**src/hw/rtl/lookahead_waypoint_tracker_top_defines.svh**
```systemverilog
// assertion macros shared by the waypoint tracker rtl
// no dependencies
`ifndef LOOKAHEAD_WAYPOINT_TRACKER_TOP_DEFINES_SVH
`define LOOKAHEAD_WAYPOINT_TRACKER_TOP_DEFINES_SVH

// implication checked on every edge outside reset
`define LWT_ASSERT_IMPL(label, clk, rst, pre, post) \
   label: assert property (@(posedge clk) disable iff (rst) (pre) |-> (post)) \
      else $error("assertion failed");

// next-cycle implication checked outside reset
`define LWT_ASSERT_NEXT(label, clk, rst, pre, post) \
   label: assert property (@(posedge clk) disable iff (rst) (pre) |=> (post)) \
      else $error("assertion failed");

`endif

```
**src/hw/rtl/lwt_pkg.sv**
```systemverilog
// constants, types and tables for the waypoint tracker
// no dependencies
`timescale 1ns / 1ps

package lwt_pkg;

   localparam int TableDepth = 128;
   localparam int IdxW = $clog2(TableDepth);
   localparam int CordicSteps = 16;
   localparam int StepW = $clog2(CordicSteps);

   localparam logic [1:0] OP_UPDATE = 2'd0;
   localparam logic [1:0] OP_APPEND = 2'd1;
   localparam logic [1:0] OP_CLEAR  = 2'd2;

   localparam logic signed [23:0] PI_Q20 = 24'sd3294199;
   localparam logic signed [17:0] PI_Q13 = 18'sd25736;
   localparam logic signed [17:0] TWO_PI_Q13 = 18'sd51472;

   // arctangent table, Q.20 radians
   function automatic logic signed [23:0] atan_q20(input logic [StepW-1:0] i);
      logic signed [23:0] r;
      case (i)
         4'd0: r = 24'sd823550;
         4'd1: r = 24'sd486170;
         4'd2: r = 24'sd256879;
         4'd3: r = 24'sd130396;
         4'd4: r = 24'sd65451;
         4'd5: r = 24'sd32757;
         4'd6: r = 24'sd16383;
         4'd7: r = 24'sd8192;
         4'd8: r = 24'sd4096;
         4'd9: r = 24'sd2048;
         4'd10: r = 24'sd1024;
         4'd11: r = 24'sd512;
         4'd12: r = 24'sd256;
         4'd13: r = 24'sd128;
         4'd14: r = 24'sd64;
         default: r = 24'sd32;
      endcase
      return r;
   endfunction

   // cordic unit control
   typedef struct packed {
      logic start;
      logic signed [24:0] num;
      logic signed [24:0] den;
   } cordic_req_type;

   typedef struct packed {
      logic done;
      logic signed [15:0] angle;
   } cordic_rsp_type;

endpackage

```
**src/hw/rtl/lwt_cordic.sv**
```systemverilog
// iterative cordic atan2(num, den), one micro-rotation per cycle
// depends on lwt_pkg
`timescale 1ns / 1ps
`include "lookahead_waypoint_tracker_top_defines.svh"

module lwt_cordic (
   input  logic clock,
   input  logic reset,
   input  lwt_pkg::cordic_req_type req,
   output lwt_pkg::cordic_rsp_type rsp
);

   logic signed [31:0] a_ff, a_in, b_ff, b_in;
   logic signed [23:0] z_ff, z_in;
   logic [lwt_pkg::StepW-1:0] step_ff, step_in;
   logic busy_ff, busy_in, done_ff, done_in;
   logic signed [15:0] ang_ff, ang_in;
   logic signed [31:0] sa, sb;
   logic signed [24:0] zr;
   logic signed [17:0] zq;
   logic signed [24:0] pa, pb;

   // pre-rotation, iteration and rounding
   always_comb begin
      a_in = a_ff; b_in = b_ff; z_in = z_ff; step_in = step_ff;
      busy_in = busy_ff; done_in = 1'b0; ang_in = ang_ff;
      sa = a_ff >>> step_ff;
      sb = b_ff >>> step_ff;
      pa = req.den; pb = req.num;
      zr = (25'(z_ff) + 25'sd64) >>> 7;
      zq = zr[17:0];
      if (req.start) begin
         if (req.den == 25'sd0 && req.num == 25'sd0) begin
            ang_in = 16'sd0; done_in = 1'b1;
         end else begin
            z_in = 24'sd0;
            if (req.den < 0) begin
               z_in = (req.num >= 0) ? lwt_pkg::PI_Q20 : -lwt_pkg::PI_Q20;
               pa = -req.den; pb = -req.num;
            end
            a_in = {{3{pa[24]}}, pa, 4'b0};
            b_in = {{3{pb[24]}}, pb, 4'b0};
            step_in = '0; busy_in = 1'b1;
         end
      end else if (busy_ff) begin
         if (b_ff > 0) begin
            a_in = a_ff + sb; b_in = b_ff - sa;
            z_in = z_ff + lwt_pkg::atan_q20(step_ff);
         end else begin
            a_in = a_ff - sb; b_in = b_ff + sa;
            z_in = z_ff - lwt_pkg::atan_q20(step_ff);
         end
         // the step count parks on the last step so the rounding pass can see it
         if (step_ff == lwt_pkg::StepW'(lwt_pkg::CordicSteps - 1)) busy_in = 1'b0;
         else step_in = step_ff + 1'b1;
      end else if (!done_ff && step_ff == lwt_pkg::StepW'(lwt_pkg::CordicSteps - 1)
                   && a_ff != 32'sd0) begin
         // final rounding and clamp
         if (zq > lwt_pkg::PI_Q13) ang_in = 16'sd25736;
         else if (zq < -lwt_pkg::PI_Q13) ang_in = -16'sd25736;
         else ang_in = zq[15:0];
         done_in = 1'b1;
         a_in = 32'sd0;
      end
   end

   always_ff @(posedge clock) begin
      if (reset) begin
         busy_ff <= 1'b0; done_ff <= 1'b0; step_ff <= '0; a_ff <= 32'sd0;
      end else begin
         busy_ff <= busy_in; done_ff <= done_in; step_ff <= step_in; a_ff <= a_in;
      end
      b_ff <= b_in; z_ff <= z_in; ang_ff <= ang_in;
   end

   assign rsp.done = done_ff;
   assign rsp.angle = ang_ff;

   `LWT_ASSERT_NEXT(a_start_busy, clock, reset,
      req.start && !(req.den == 25'sd0 && req.num == 25'sd0), busy_ff)
   `LWT_ASSERT_IMPL(a_no_done_busy, clock, reset, busy_ff, !done_ff)
   `LWT_ASSERT_IMPL(a_clamp, clock, reset, done_ff,
      ang_ff <= 16'sd25736 && ang_ff >= -16'sd25736)

endmodule
```
**config.mk**
```make
export PLATFORM = sky130hd
export DESIGN_NAME = lwt_cordic
export DESIGN_NICKNAME = d
export VERILOG_FILES = /design/src/hw/rtl/lwt_pkg.sv /design/src/hw/rtl/lwt_cordic.sv
export VERILOG_INCLUDE_DIRS = /design/src /design/src/hw/rtl
export SDC_FILE = /design/constraint.sdc
export NUM_CORES = 1
export LEC_CHECK = 0
export ABC_AREA = 1
export BUFFER_PORTS_ARGS = -buffer_cell sky130_fd_sc_hd__buf_2
export CAP_MARGIN = 20
export CORE_ASPECT_RATIO = 1.2
export CORE_UTILIZATION = 29
export CTS_BUF_LIST = sky130_fd_sc_hd__clkbuf_8
export DETAILED_ROUTE_END_ITERATION = 10
export GPL_TIMING_DRIVEN = 0
export PLACE_DENSITY = 0.51
export REMOVE_ABC_BUFFERS = 1
export SLEW_MARGIN = 15
export SYNTH_ARGS = -nofsm -noshare
export SYNTH_HDL_FRONTEND = slang
export SYNTH_SLANG_ARGS = --single-unit
```
**constraint.sdc**
```tcl
create_clock -name clock -period 5.9 [get_ports clock]
set_clock_uncertainty 0.2 [all_clocks]
set_input_delay 1.18 -clock clock [delete_from_list [all_inputs] [get_ports clock]]
set_output_delay 1.18 -clock clock [all_outputs]
set_load 0.005 [all_outputs]
```
; ---- Yosys cells after proc, flatten, opt, wreduce, memory -nomap -nowiden
; Memory sizes are Yosys's and may differ from the RTL's. A register that Yosys moved wholly into a read port is not among the register bits.
; Cells that the tools add are included.
[op_classes]
n_mul = 0
n_addsub = 10
n_eq_ne = 5
n_div = 0
reduce_logical = 14
muxes = 45
bitwise = 0
magnitude_cmp = 5
shifts = 2
[op_table]
columns = operator, count
row1 = $mux W24, 12
row2 = $mux W32, 9
row3 = $mux W16, 6
row4 = $add A32 B32 Y32, 2
row5 = $sshr A32 B4 Y32, 2
row6 = $sub A32 B32 Y32, 2
row7 = $logic_not A25 Y1, 2
row8 = $mux W25, 2
row9 = $neg A25 Y25, 2
row10 = $gt A32 B1 Y1 const B, 1
row11 = $mux W4, 8
row12 = $reduce_bool A32 Y1, 1
row13 = $add A24 B8 Y25 const B, 1
row14 = $ge A25 B1 Y1 const B, 1
row15 = $lt A25 B1 Y1 const B, 1
row16 = $add A24 B24 Y24, 1
row17 = $sub A24 B24 Y24, 1
row18 = $gt A18 B16 Y1 const B, 1
row19 = $lt A18 B16 Y1 const B, 1
row20 = $mux W1, 8
row21 = $ne A2 B2 Y1 const B, 3
row22 = $reduce_and A3 Y1, 2
row23 = $add A4 B1 Y4 const B, 1
row24 = $eq A4 B4 Y1 const B, 1
row25 = other kinds (6), 10
[word_totals]
output_inout_bits = 17
ramBits = 0
wordCells = 90
mem_bits_ro = 640
mem_count = 2
latch_bits = 0
register_bits = 110
in_bits = 53
[memory_table]
columns = name, words, width, read_ports, rd_clocked_by_memory_dff, write_ports, line
row1 = (name not given), 16, 20, 1, 1, 0, lwt_pkg.sv:23  ; case (i)
row2 = (name not given), 16, 20, 1, 1, 0, lwt_pkg.sv:23

; ---- Longest topological paths before layout
; Gate-level depths: netlist of run 1.
[logic_depth]
word_depth = 8
depth_mapped = 36
mapped_depth_nobuf = 34

; ---- Worst setup path before layout of run 1
; Ideal clock, no wire load.
[synth_path]
path_type = input-to-reg
from = in req[25] (netlist bit)
to = reg ang_ff[0] (enable)
t_required_ns = 5.282
t_arrival_ns = 3.762
setup_time_ns = 0.418
slack_ns = 1.519
path_stages = 12
n_path_buf = 0
cell_sequence = inv_1 -> ha_1 -> inv_1 -> nor3_2 -> nand3_2 -> nor2_2 -> nand2_1 -> nor2_1 -> nand3_1 -> nor2_1 -> nand2_1 -> o32ai_1
[synth_between]
elab_chain_cells = 4
[synth_rtl]
columns = item, line
row1 = start: declaration, lwt_cordic.sv:9  ; input lwt_pkg::cordic_req_type req,
row2 = $logic_not A25 Y1, lwt_cordic.sv:33  ; if (req.den == 25'sd0 && req.num == 25'sd0) begin
row3 = $logic_and A1 B1 Y1, lwt_cordic.sv:33
row4 = $ne A2 B1 Y1 (no source line), -
row5 = $reduce_and A3 Y1 (no source line), -
row6 = end signal: assignment, lwt_cordic.sv:73  ; b_ff <= b_in; z_ff <= z_in; ang_ff <= ang_in;
row7 = end: declaration, lwt_cordic.sv:17  ; logic signed [15:0] ang_ff, ang_in;
; Every way passes these cells.
; A chain may end at the register's enable or synchronous reset.

; ---- Worst setup path in the final report of run 1
[layout_path]
from = reg step_ff[1] (netlist bit)
to = reg b_ff[23] (data pin)
[layout_between]
elab_chain_cells = 5
word_cells_on_any_way = 6
classes_between = add/sub: 2 / shift: 1 / mux: 3
[layout_rtl]
columns = item, line
row1 = start: declaration, lwt_cordic.sv:15  ; logic [lwt_pkg::StepW-1:0] step_ff, step_in;
row2 = start signal: assignment, lwt_cordic.sv:71  ; busy_ff <= busy_in; done_ff <= done_in; step_ff <= step_in; a_ff <= a_in;
row3 = $sshr A32 B4 Y32 (*), lwt_cordic.sv:27  ; sa = a_ff >>> step_ff;
row4 = $add A32 B32 Y32 or $sub A32 B32 Y32 (tied branches), "lwt_cordic.sv:50, lwt_cordic.sv:47"
row5 = $mux W32 (*), lwt_cordic.sv:46  ; if (b_ff > 0) begin
row6 = $mux W32 (*), lwt_cordic.sv:45  ; end else if (busy_ff) begin
row7 = $mux W32 (*), lwt_cordic.sv:32  ; if (req.start) begin
row8 = via b_in[23], lwt_cordic.sv:13  ; logic signed [31:0] a_ff, a_in, b_ff, b_in;
row9 = end signal: assignment, lwt_cordic.sv:73
row10 = end: declaration, lwt_cordic.sv:13
; Mark *: on every way through the listed nets, which the timed path passes. The rest lies on a longest branch. The select of a mux whose other input is x is not followed.

==> flow_metrics.env, run 1 <==
export IMPL_layout_cells_most_common_list="sky130_fd_sc_hd__nand2_1, sky130_fd_sc_hd__nand3_1, sky130_fd_sc_hd__nor2_1"
export IMPL_numPortBuffers=69
export IMPL_layout_worst_path_cycle_share=0.940
export IMPL_startpoint="step_ff[1]$_SDFFE_PP0P_"
export IMPL_worst_path_max_delay_cell="sky130_fd_sc_hd__dfxtp_4"
export IMPL_grt_pass1_wl_um=93900
export IMPL_grt_pass1_vias=17500
export IMPL_final_common_cell="sky130_fd_sc_hd__nand2_1"
export IMPL_synth_top_area_share=0.154
export IMPL_cts_hold_repair_buffers=0
export IMPL_routed_via_count=18300
export IMPL_yosysWarningCount=0
export IMPL_groute_usage_overall=0.204
export IMPL_final_nets=2910
export IMPL_power_density_nw_per_um2=485
export IMPL_synth_async_sr_flop_share=0
export IMPL_placement_rows=96
export IMPL_wl_um=60500
export IMPL_critical_path_max_stage_delay_ns=0.80
export IMPL_die_height_um=266
export IMPL_status="finished, final reports clean"
export IMPL_final_setup_viol_count=0
export IMPL_num_antenna_cells=0
export IMPL_firstDrtPassIters=7
export IMPL_min_delay_start="busy_ff$_SDFFE_PP0N_"
export IMPL_antenna_found_initial=0
export IMPL_synth_edff_count=72
export IMPL_clock_sinks=130
export IMPL_crit_arrival_ns=5.67
export IMPL_hp_class="register to register"
export IMPL_maximum_number_of_pins_on_one_net_before_global_route_repair=65
export IMPL_post_synth_main_area_contributors="sky130_fd_sc_hd__nand2_1, sky130_fd_sc_hd__edfxtp_1, sky130_fd_sc_hd__nand3_1"
export IMPL_clock_tree_buffer_depth=2
export IMPL_drt_antenna_net_count=0
export IMPL_gp_congestion=0.883
export IMPL_clk_latency_ns=0.57
export IMPL_finalCriticalPeriod_ns=5.55
export IMPL_clock_fmax_mhz=180
export IMPL_worstPathRequired_ns=6.03
export IMPL_die_width_um=222
export IMPL_initial_standard_cell_utilization_of_the_core=0.294
export IMPL_yosysSeqAreaShare=0.198
export IMPL_placedCellCount=3471
export IMPL_yosys_most_used_dff="sky130_fd_sc_hd__edfxtp_1"
export IMPL_initialDrtViolationCount=1060
export IMPL_worst_setup_path_start_kind="register"
export IMPL_r2r_slack_ns=0.35
export IMPL_fp_dieArea_sq_um=58900
export IMPL_unrepaired_setup_endpoints_after_global_routing="no"
export IMPL_max_cap_violations=0
export IMPL_floorplan_io_pins=70
export IMPL_drt_wirelength_per_cell_um=17.3
export IMPL_syn_area_sq_um=16800
export IMPL_coreArea_sq_um=57200
export IMPL_synth_seq_cells=130
export IMPL_globalRouteOverflowTotal=0
export IMPL_timing_final_hold_violations=0
export IMPL_final_hold_worst_slack_ns=0.329
export IMPL_leakagePower_nw=8.22
export IMPL_ir_drop_uv=153
export IMPL_crit_path_max_fanout=64
export IMPL_post_layout_nonfiller_instances=3504
export IMPL_tritoncts_num_buffers=17
export IMPL_share_of_layout_cells_above_drive_strength_1=0.0881
export IMPL_slew_limit_headroom=0.294
export IMPL_drt_vias_per_instance=5.22
export IMPL_tightest_slew_ns=1.06
export IMPL_synthDistinctLibCells=62
export IMPL_worst_setup_hold_path_clk_slew_ns=0.09
export IMPL_drc=0
export IMPL_post_dp_hpwl_um=47700
export IMPL_fin_setup_tns_ns=0
export IMPL_cts_tree="built"
export IMPL_cts_htree_levels=4
export IMPL_maxSlewViolCount=0
export IMPL_r2r_start="step_ff[1]$_SDFFE_PP0P_"
export IMPL_critical_path_class="register to register"
export IMPL_most_area_hungry_cell_type_in_the_yosys_netlist="sky130_fd_sc_hd__nand2_1"
export IMPL_most_common_cell_type_on_the_critical_path="sky130_fd_sc_hd__nand2_1"
export IMPL_post_synth_inst_count=2757
export IMPL_area_delta_synth_final_pct=8.40
export IMPL_syn_area_per_cell_sq_um=6.10
export IMPL_end_kind="register"
export IMPL_clock_tree_root_cell="sky130_fd_sc_hd__clkbuf_8"
export IMPL_num_fill_cells=6413
-- cell type report --
cell class	count	area [sq um]	share of cell area
inverter	271	1030	0.0565
sequential	130	3330	0.183
tap	735	920	0.0505
clock inverter	15	175	0.00961
multi-input combinational	2256	11900	0.655
timing repair buffer	80	593	0.0325
clock buffer	17	234	0.0128
-- logic make-up after synthesis --
family,count (synthesis),synth area share
AND/OR/NAND/NOR,1513,0.399
adder cells (fa/ha/maj),101,0.0765
AO/OA/AOI/OAI,531,0.175
buffers and inverters,371,0.0939
flip-flops,130,0.198
XOR/XNOR,111,0.0578
-- cell usage after synthesis (4+ instances only) --
library cell	instances
sky130_fd_sc_hd__o21ai_2	13
sky130_fd_sc_hd__buf_2	30
sky130_fd_sc_hd__nand2_1	690
sky130_fd_sc_hd__inv_2	17
sky130_fd_sc_hd__dfxtp_1	58
sky130_fd_sc_hd__nor2_4	7
sky130_fd_sc_hd__o31ai_1	6
sky130_fd_sc_hd__a31oi_1	12
sky130_fd_sc_hd__xnor2_1	37
sky130_fd_sc_hd__nor2_2	20
sky130_fd_sc_hd__o21a_1	10
sky130_fd_sc_hd__and2_1	8
sky130_fd_sc_hd__nor3_1	56
sky130_fd_sc_hd__buf_4	8
sky130_fd_sc_hd__o22ai_1	8
sky130_fd_sc_hd__nor2_1	258
sky130_fd_sc_hd__a21boi_0	5
sky130_fd_sc_hd__inv_1	250
sky130_fd_sc_hd__nand3b_1	4
sky130_fd_sc_hd__nand3_1	348
sky130_fd_sc_hd__ha_1	98
sky130_fd_sc_hd__o211ai_1	13
sky130_fd_sc_hd__buf_1	11
sky130_fd_sc_hd__a21oi_1	224
sky130_fd_sc_hd__a21o_1	8
sky130_fd_sc_hd__clkbuf_1	36
sky130_fd_sc_hd__nand4_1	37
sky130_fd_sc_hd__nor3_2	6
sky130_fd_sc_hd__edfxtp_1	72
sky130_fd_sc_hd__nand2_2	20
sky130_fd_sc_hd__xor2_1	74
sky130_fd_sc_hd__nand3_2	9
sky130_fd_sc_hd__or2_2	17
sky130_fd_sc_hd__nor4_1	26
sky130_fd_sc_hd__o21ai_1	27
sky130_fd_sc_hd__buf_6	14
sky130_fd_sc_hd__o21bai_1	7
sky130_fd_sc_hd__o21ai_0	179
-- metrics by stage --
step / setup slack [ns] / instance area [sq um] / utilization / power, mW
2_1_floorplan: -0.496 / 16300 / - / 6.24
3_5_place_dp: -0.282 / 17800 / 0.311 / 7.91
4_1_cts: 0.126 / 18200 / 0.319 / 8.83
3_3_place_gp: -4.52 / 17500 / 0.306 / 7.84
5_1_grt: 0.0280 / 18200 / 0.319 / 9.76
6_report: 0.355 / 18200 / 0.319 / 8.84
-- report_power, final --
part	switching, mW	total [mW]	internal (mW)
Sequential	0.425	1.73	1.31
Combinational	4.06	6.24	2.18
Clock	0.483	0.871	0.388
Total	4.97	8.84	3.87
-- per-layer routing --
| metal | wire length (um) | global-route usage |
|---|---|---|
| met5 | 0 | 0 |
| met4 | 1920 | 0.0861 |
| met3 | 2290 | 0.0256 |
| met2 | 29200 | 0.361 |
| met1 | 27000 | 0.248 |
-- worst max-delay path: cells and delay by family (launching register included) --
| kind | cells | cell delay (ns) |
|---|---|---|
| simple gates | 12 | 1.60 |
| compound gates | 6 | 1.12 |
| flops | 1 | 0.80 |
| buf+inv | 4 | 0.69 |
| fa+ha+maj | 2 | 0.53 |
| xor+xnor | 2 | 0.28 |
-- final timing paths --
path | to | cells past startpoint
setup / recovery | b_ff[23]$_DFFE_PP_ | 26
hold / removal | busy_ff$_SDFFE_PP0N_ | 2
hold reg to reg | busy_ff$_SDFFE_PP0N_ | 2
setup reg to reg | b_ff[23]$_DFFE_PP_ | 26
-- repair_timing --
action                                  CTS  global route
resized for setup                         1             3
setup buffers                             1             0
endpoints found under the setup margin    5            11
Note: power is estimated with default switching activity, not from simulation.
==> run 2: changes to the inputs <==
--- a/config.mk
+++ b/config.mk
@@ -8,12 +8,10 @@
 export LEC_CHECK = 0
 export ABC_AREA = 1
 export BUFFER_PORTS_ARGS = -buffer_cell sky130_fd_sc_hd__buf_2
-export CAP_MARGIN = 20
-export CORE_ASPECT_RATIO = 1.2
+export CORE_ASPECT_RATIO = 1.25
 export CORE_UTILIZATION = 29
 export CTS_BUF_LIST = sky130_fd_sc_hd__clkbuf_8
 export DETAILED_ROUTE_END_ITERATION = 10
-export GPL_TIMING_DRIVEN = 0
 export PLACE_DENSITY = 0.51
 export REMOVE_ABC_BUFFERS = 1
 export SLEW_MARGIN = 15
==> run 2 against run 1 <==
Wire length rose by 3.0%. Non-clock buffer count rose by 17. Critical endpoint unchanged. Final cell count rose by 0.94%. Sequential share of layout area barely moved. Clock power fell by 7.9%. Sequential power barely moved. Largest power group unchanged. Critical path depth rose by 3.
==> flow_metrics.env, run 2 (same netlist as run 1, synthesis figures left out) <==
export IMPL_status="finished, final reports clean"
export IMPL_cts_hold_repair_buffers=0
export IMPL_crit_path_max_fanout=39
export IMPL_critical_path_max_stage_delay_ns=0.50
export IMPL_tightest_slew_ns=0.893
export IMPL_tritoncts_num_buffers=17
export IMPL_share_of_layout_cells_above_drive_strength_1=0.0926
export IMPL_wl_um=62300
export IMPL_initial_standard_cell_utilization_of_the_core=0.294
export IMPL_max_cap_violations=0
export IMPL_clock_tree_buffer_depth=2
export IMPL_drt_antenna_net_count=0
export IMPL_drt_wirelength_per_cell_um=17.6
export IMPL_hp_class="register to register"
export IMPL_crit_arrival_ns=5.50
export IMPL_maxSlewViolCount=0
export IMPL_finalCriticalPeriod_ns=5.42
export IMPL_worst_setup_hold_path_clk_slew_ns=0.10
export IMPL_worstPathRequired_ns=5.98
export IMPL_final_setup_viol_count=0
export IMPL_clockPowerShare=0.092
export IMPL_drc=0
export IMPL_timing_final_hold_violations=0
export IMPL_gp_congestion=0.929
export IMPL_routed_via_count=18500
export IMPL_layout_worst_path_cycle_share=0.919
export IMPL_cts_tree="built"
export IMPL_globalRouteOverflowTotal=0
export IMPL_layout_cells_most_common_list="sky130_fd_sc_hd__nand2_1, sky130_fd_sc_hd__nand3_1, sky130_fd_sc_hd__nor2_1"
export IMPL_worst_setup_path_start_kind="register"
export IMPL_pre_cts_ws_ns=0.289
export IMPL_final_hold_worst_slack_ns=0.339
export IMPL_area_delta_synth_final_pct=8.05
export IMPL_p_sw_mw=4.99
export IMPL_clk_latency_ns=0.51
export IMPL_coreArea_sq_um=57300
export IMPL_numPortBuffers=69
export IMPL_worst_path_max_delay_cell="sky130_fd_sc_hd__o21ai_1"
export IMPL_drt_vias_per_instance=5.23
export IMPL_p_comb_frac=0.715
export IMPL_grt_pass1_wl_um=98000
export IMPL_maximum_number_of_pins_on_one_net_before_global_route_repair=64
export IMPL_final_nets=2927
export IMPL_die_height_um=271
export IMPL_post_dp_hpwl_um=49900
export IMPL_end_kind="register"
export IMPL_clock_tree_root_cell="sky130_fd_sc_hd__clkbuf_8"
export IMPL_leakagePower_nw=8.21
export IMPL_placement_rows=98
export IMPL_power_share_sequential=0.194
export IMPL_r2r_slack_ns=0.48
export IMPL_power_mw=8.76
export IMPL_clock_fmax_mhz=185
export IMPL_power_density_nw_per_um2=482
export IMPL_number_of_buffers_inserted_by_post_cts_setup_repair=0
export IMPL_firstDrtPassIters=5
export IMPL_post_cts_resized=0
export IMPL_cts_htree_levels=4
export IMPL_fp_dieArea_sq_um=58900
export IMPL_groute_usage_overall=0.211
export IMPL_critical_path_class="register to register"
export IMPL_floorplan_io_pins=70
export IMPL_placed_inst_area_sq_um=17800
export IMPL_ir_drop_uv=174
export IMPL_grt_pass1_vias=18000
export IMPL_crit_buf_inv=5
export IMPL_antenna_found_initial=1
export IMPL_unrepaired_setup_endpoints_after_global_routing="no"
export IMPL_fin_area_sq_um=18200
export IMPL_clock_sinks=130
export IMPL_initialDrtViolationCount=1309
export IMPL_crit_path_max_delay_family="simple AND/OR/NAND/NOR gates"
export IMPL_layout_setup_ws_ns=0.480
export IMPL_internal_power_mw=3.78
export IMPL_die_width_um=217
export IMPL_slew_limit_headroom=0.404
export IMPL_power_share_switching=0.569
export IMPL_final_common_cell="sky130_fd_sc_hd__nand2_1"
export IMPL_most_common_cell_type_on_the_critical_path="sky130_fd_sc_hd__nand2_1"
-- run 2: cell types whose count changed in the layout (fill, tap and decap cells not counted), moves of 2 or more --
cell,before,now
sky130_fd_sc_hd__buf_12,6,2
sky130_fd_sc_hd__dfxtp_2,2,4
sky130_fd_sc_hd__buf_16,4,0
sky130_fd_sc_hd__buf_4,1,26
sky130_fd_sc_hd__dfxtp_4,2,0
sky130_fd_sc_hd__inv_2,17,19
sky130_fd_sc_hd__inv_4,5,1
sky130_fd_sc_hd__clkinv_2,3,0
sky130_fd_sc_hd__bufinv_16,2,0
sky130_fd_sc_hd__clkinvlp_4,0,3
sky130_fd_sc_hd__clkinv_1,1,3
sky130_fd_sc_hd__clkinv_4,3,1
sky130_fd_sc_hd__inv_8,2,5
-- run 2: through the flow --
| stage | util | std cells | setup TNS [ns] |
|---|---|---|---|
| 6_report | 0.317 | 3537 | 0 |
| 5_1_grt | 0.317 | 3537 | 0 |
| 4_1_cts | 0.317 | 3536 | 0 |
| 3_5_place_dp | 0.311 | 3504 | 0 |
| 3_3_place_gp | 0.311 | 3504 | 0 |
| 2_1_floorplan | - | 2657 | -10.93 |
-- run 2: tightest hold or removal path: stages, from the launching register on --
cell and delay, ns:
sky130_fd_sc_hd__dfxtp_1 0.34, sky130_fd_sc_hd__nand4_1 0.10, sky130_fd_sc_hd__a21oi_1 0.06
-- run 2: routing by layer --
metal / up-vias / share of wire / wire length, um / GRT usage
met3: 76 / 0.032 / 2000 / 0.0196
li1: 9356 / - / - / -
met5: - / 0 / 0 / 0
met4: 0 / 0.028 / 1740 / 0.0765
met2: 393 / 0.50 / 31000 / 0.380
met1: 8672 / 0.44 / 27500 / 0.258
-- run 2: power by group through the flow --
stage / registers (mW) / logic (mW) / clock network, mW
global placement: 1.71 / 6.19 / 0
CTS: 1.70 / 6.24 / 0.838
floorplan: 1.55 / 4.69 / 0
detailed placement: 1.72 / 6.21 / 0
finish: 1.70 / 6.26 / 0.802
global route: 1.74 / 7.11 / 0.858
-- run 2: worst paths after layout --
| path | cells after the start | endpoint | start |
|---|---|---|---|
| setup reg to reg | 29 | b_ff[23]$_DFFE_PP_ | step_ff[0]$_SDFFE_PP0P_ |
| setup / recovery | 29 | b_ff[23]$_DFFE_PP_ | step_ff[0]$_SDFFE_PP0P_ |
| hold / removal | 2 | busy_ff$_SDFFE_PP0N_ | busy_ff$_SDFFE_PP0N_ |
| hold reg to reg | 2 | busy_ff$_SDFFE_PP0N_ | busy_ff$_SDFFE_PP0N_ |
-- run 2: cell type report --
| type | count | area [sq um] |
|---|---|---|
| inverter | 271 | 1020 |
| sequential | 130 | 3330 |
| clock buffer | 17 | 234 |
| clock inverter | 15 | 136 |
| timing repair buffer | 97 | 581 |
| antenna | 1 | 2.50 |
| fill | 6437 | 39100 |
| multi-input combinational | 2256 | 11900 |
| tap | 750 | 938 |
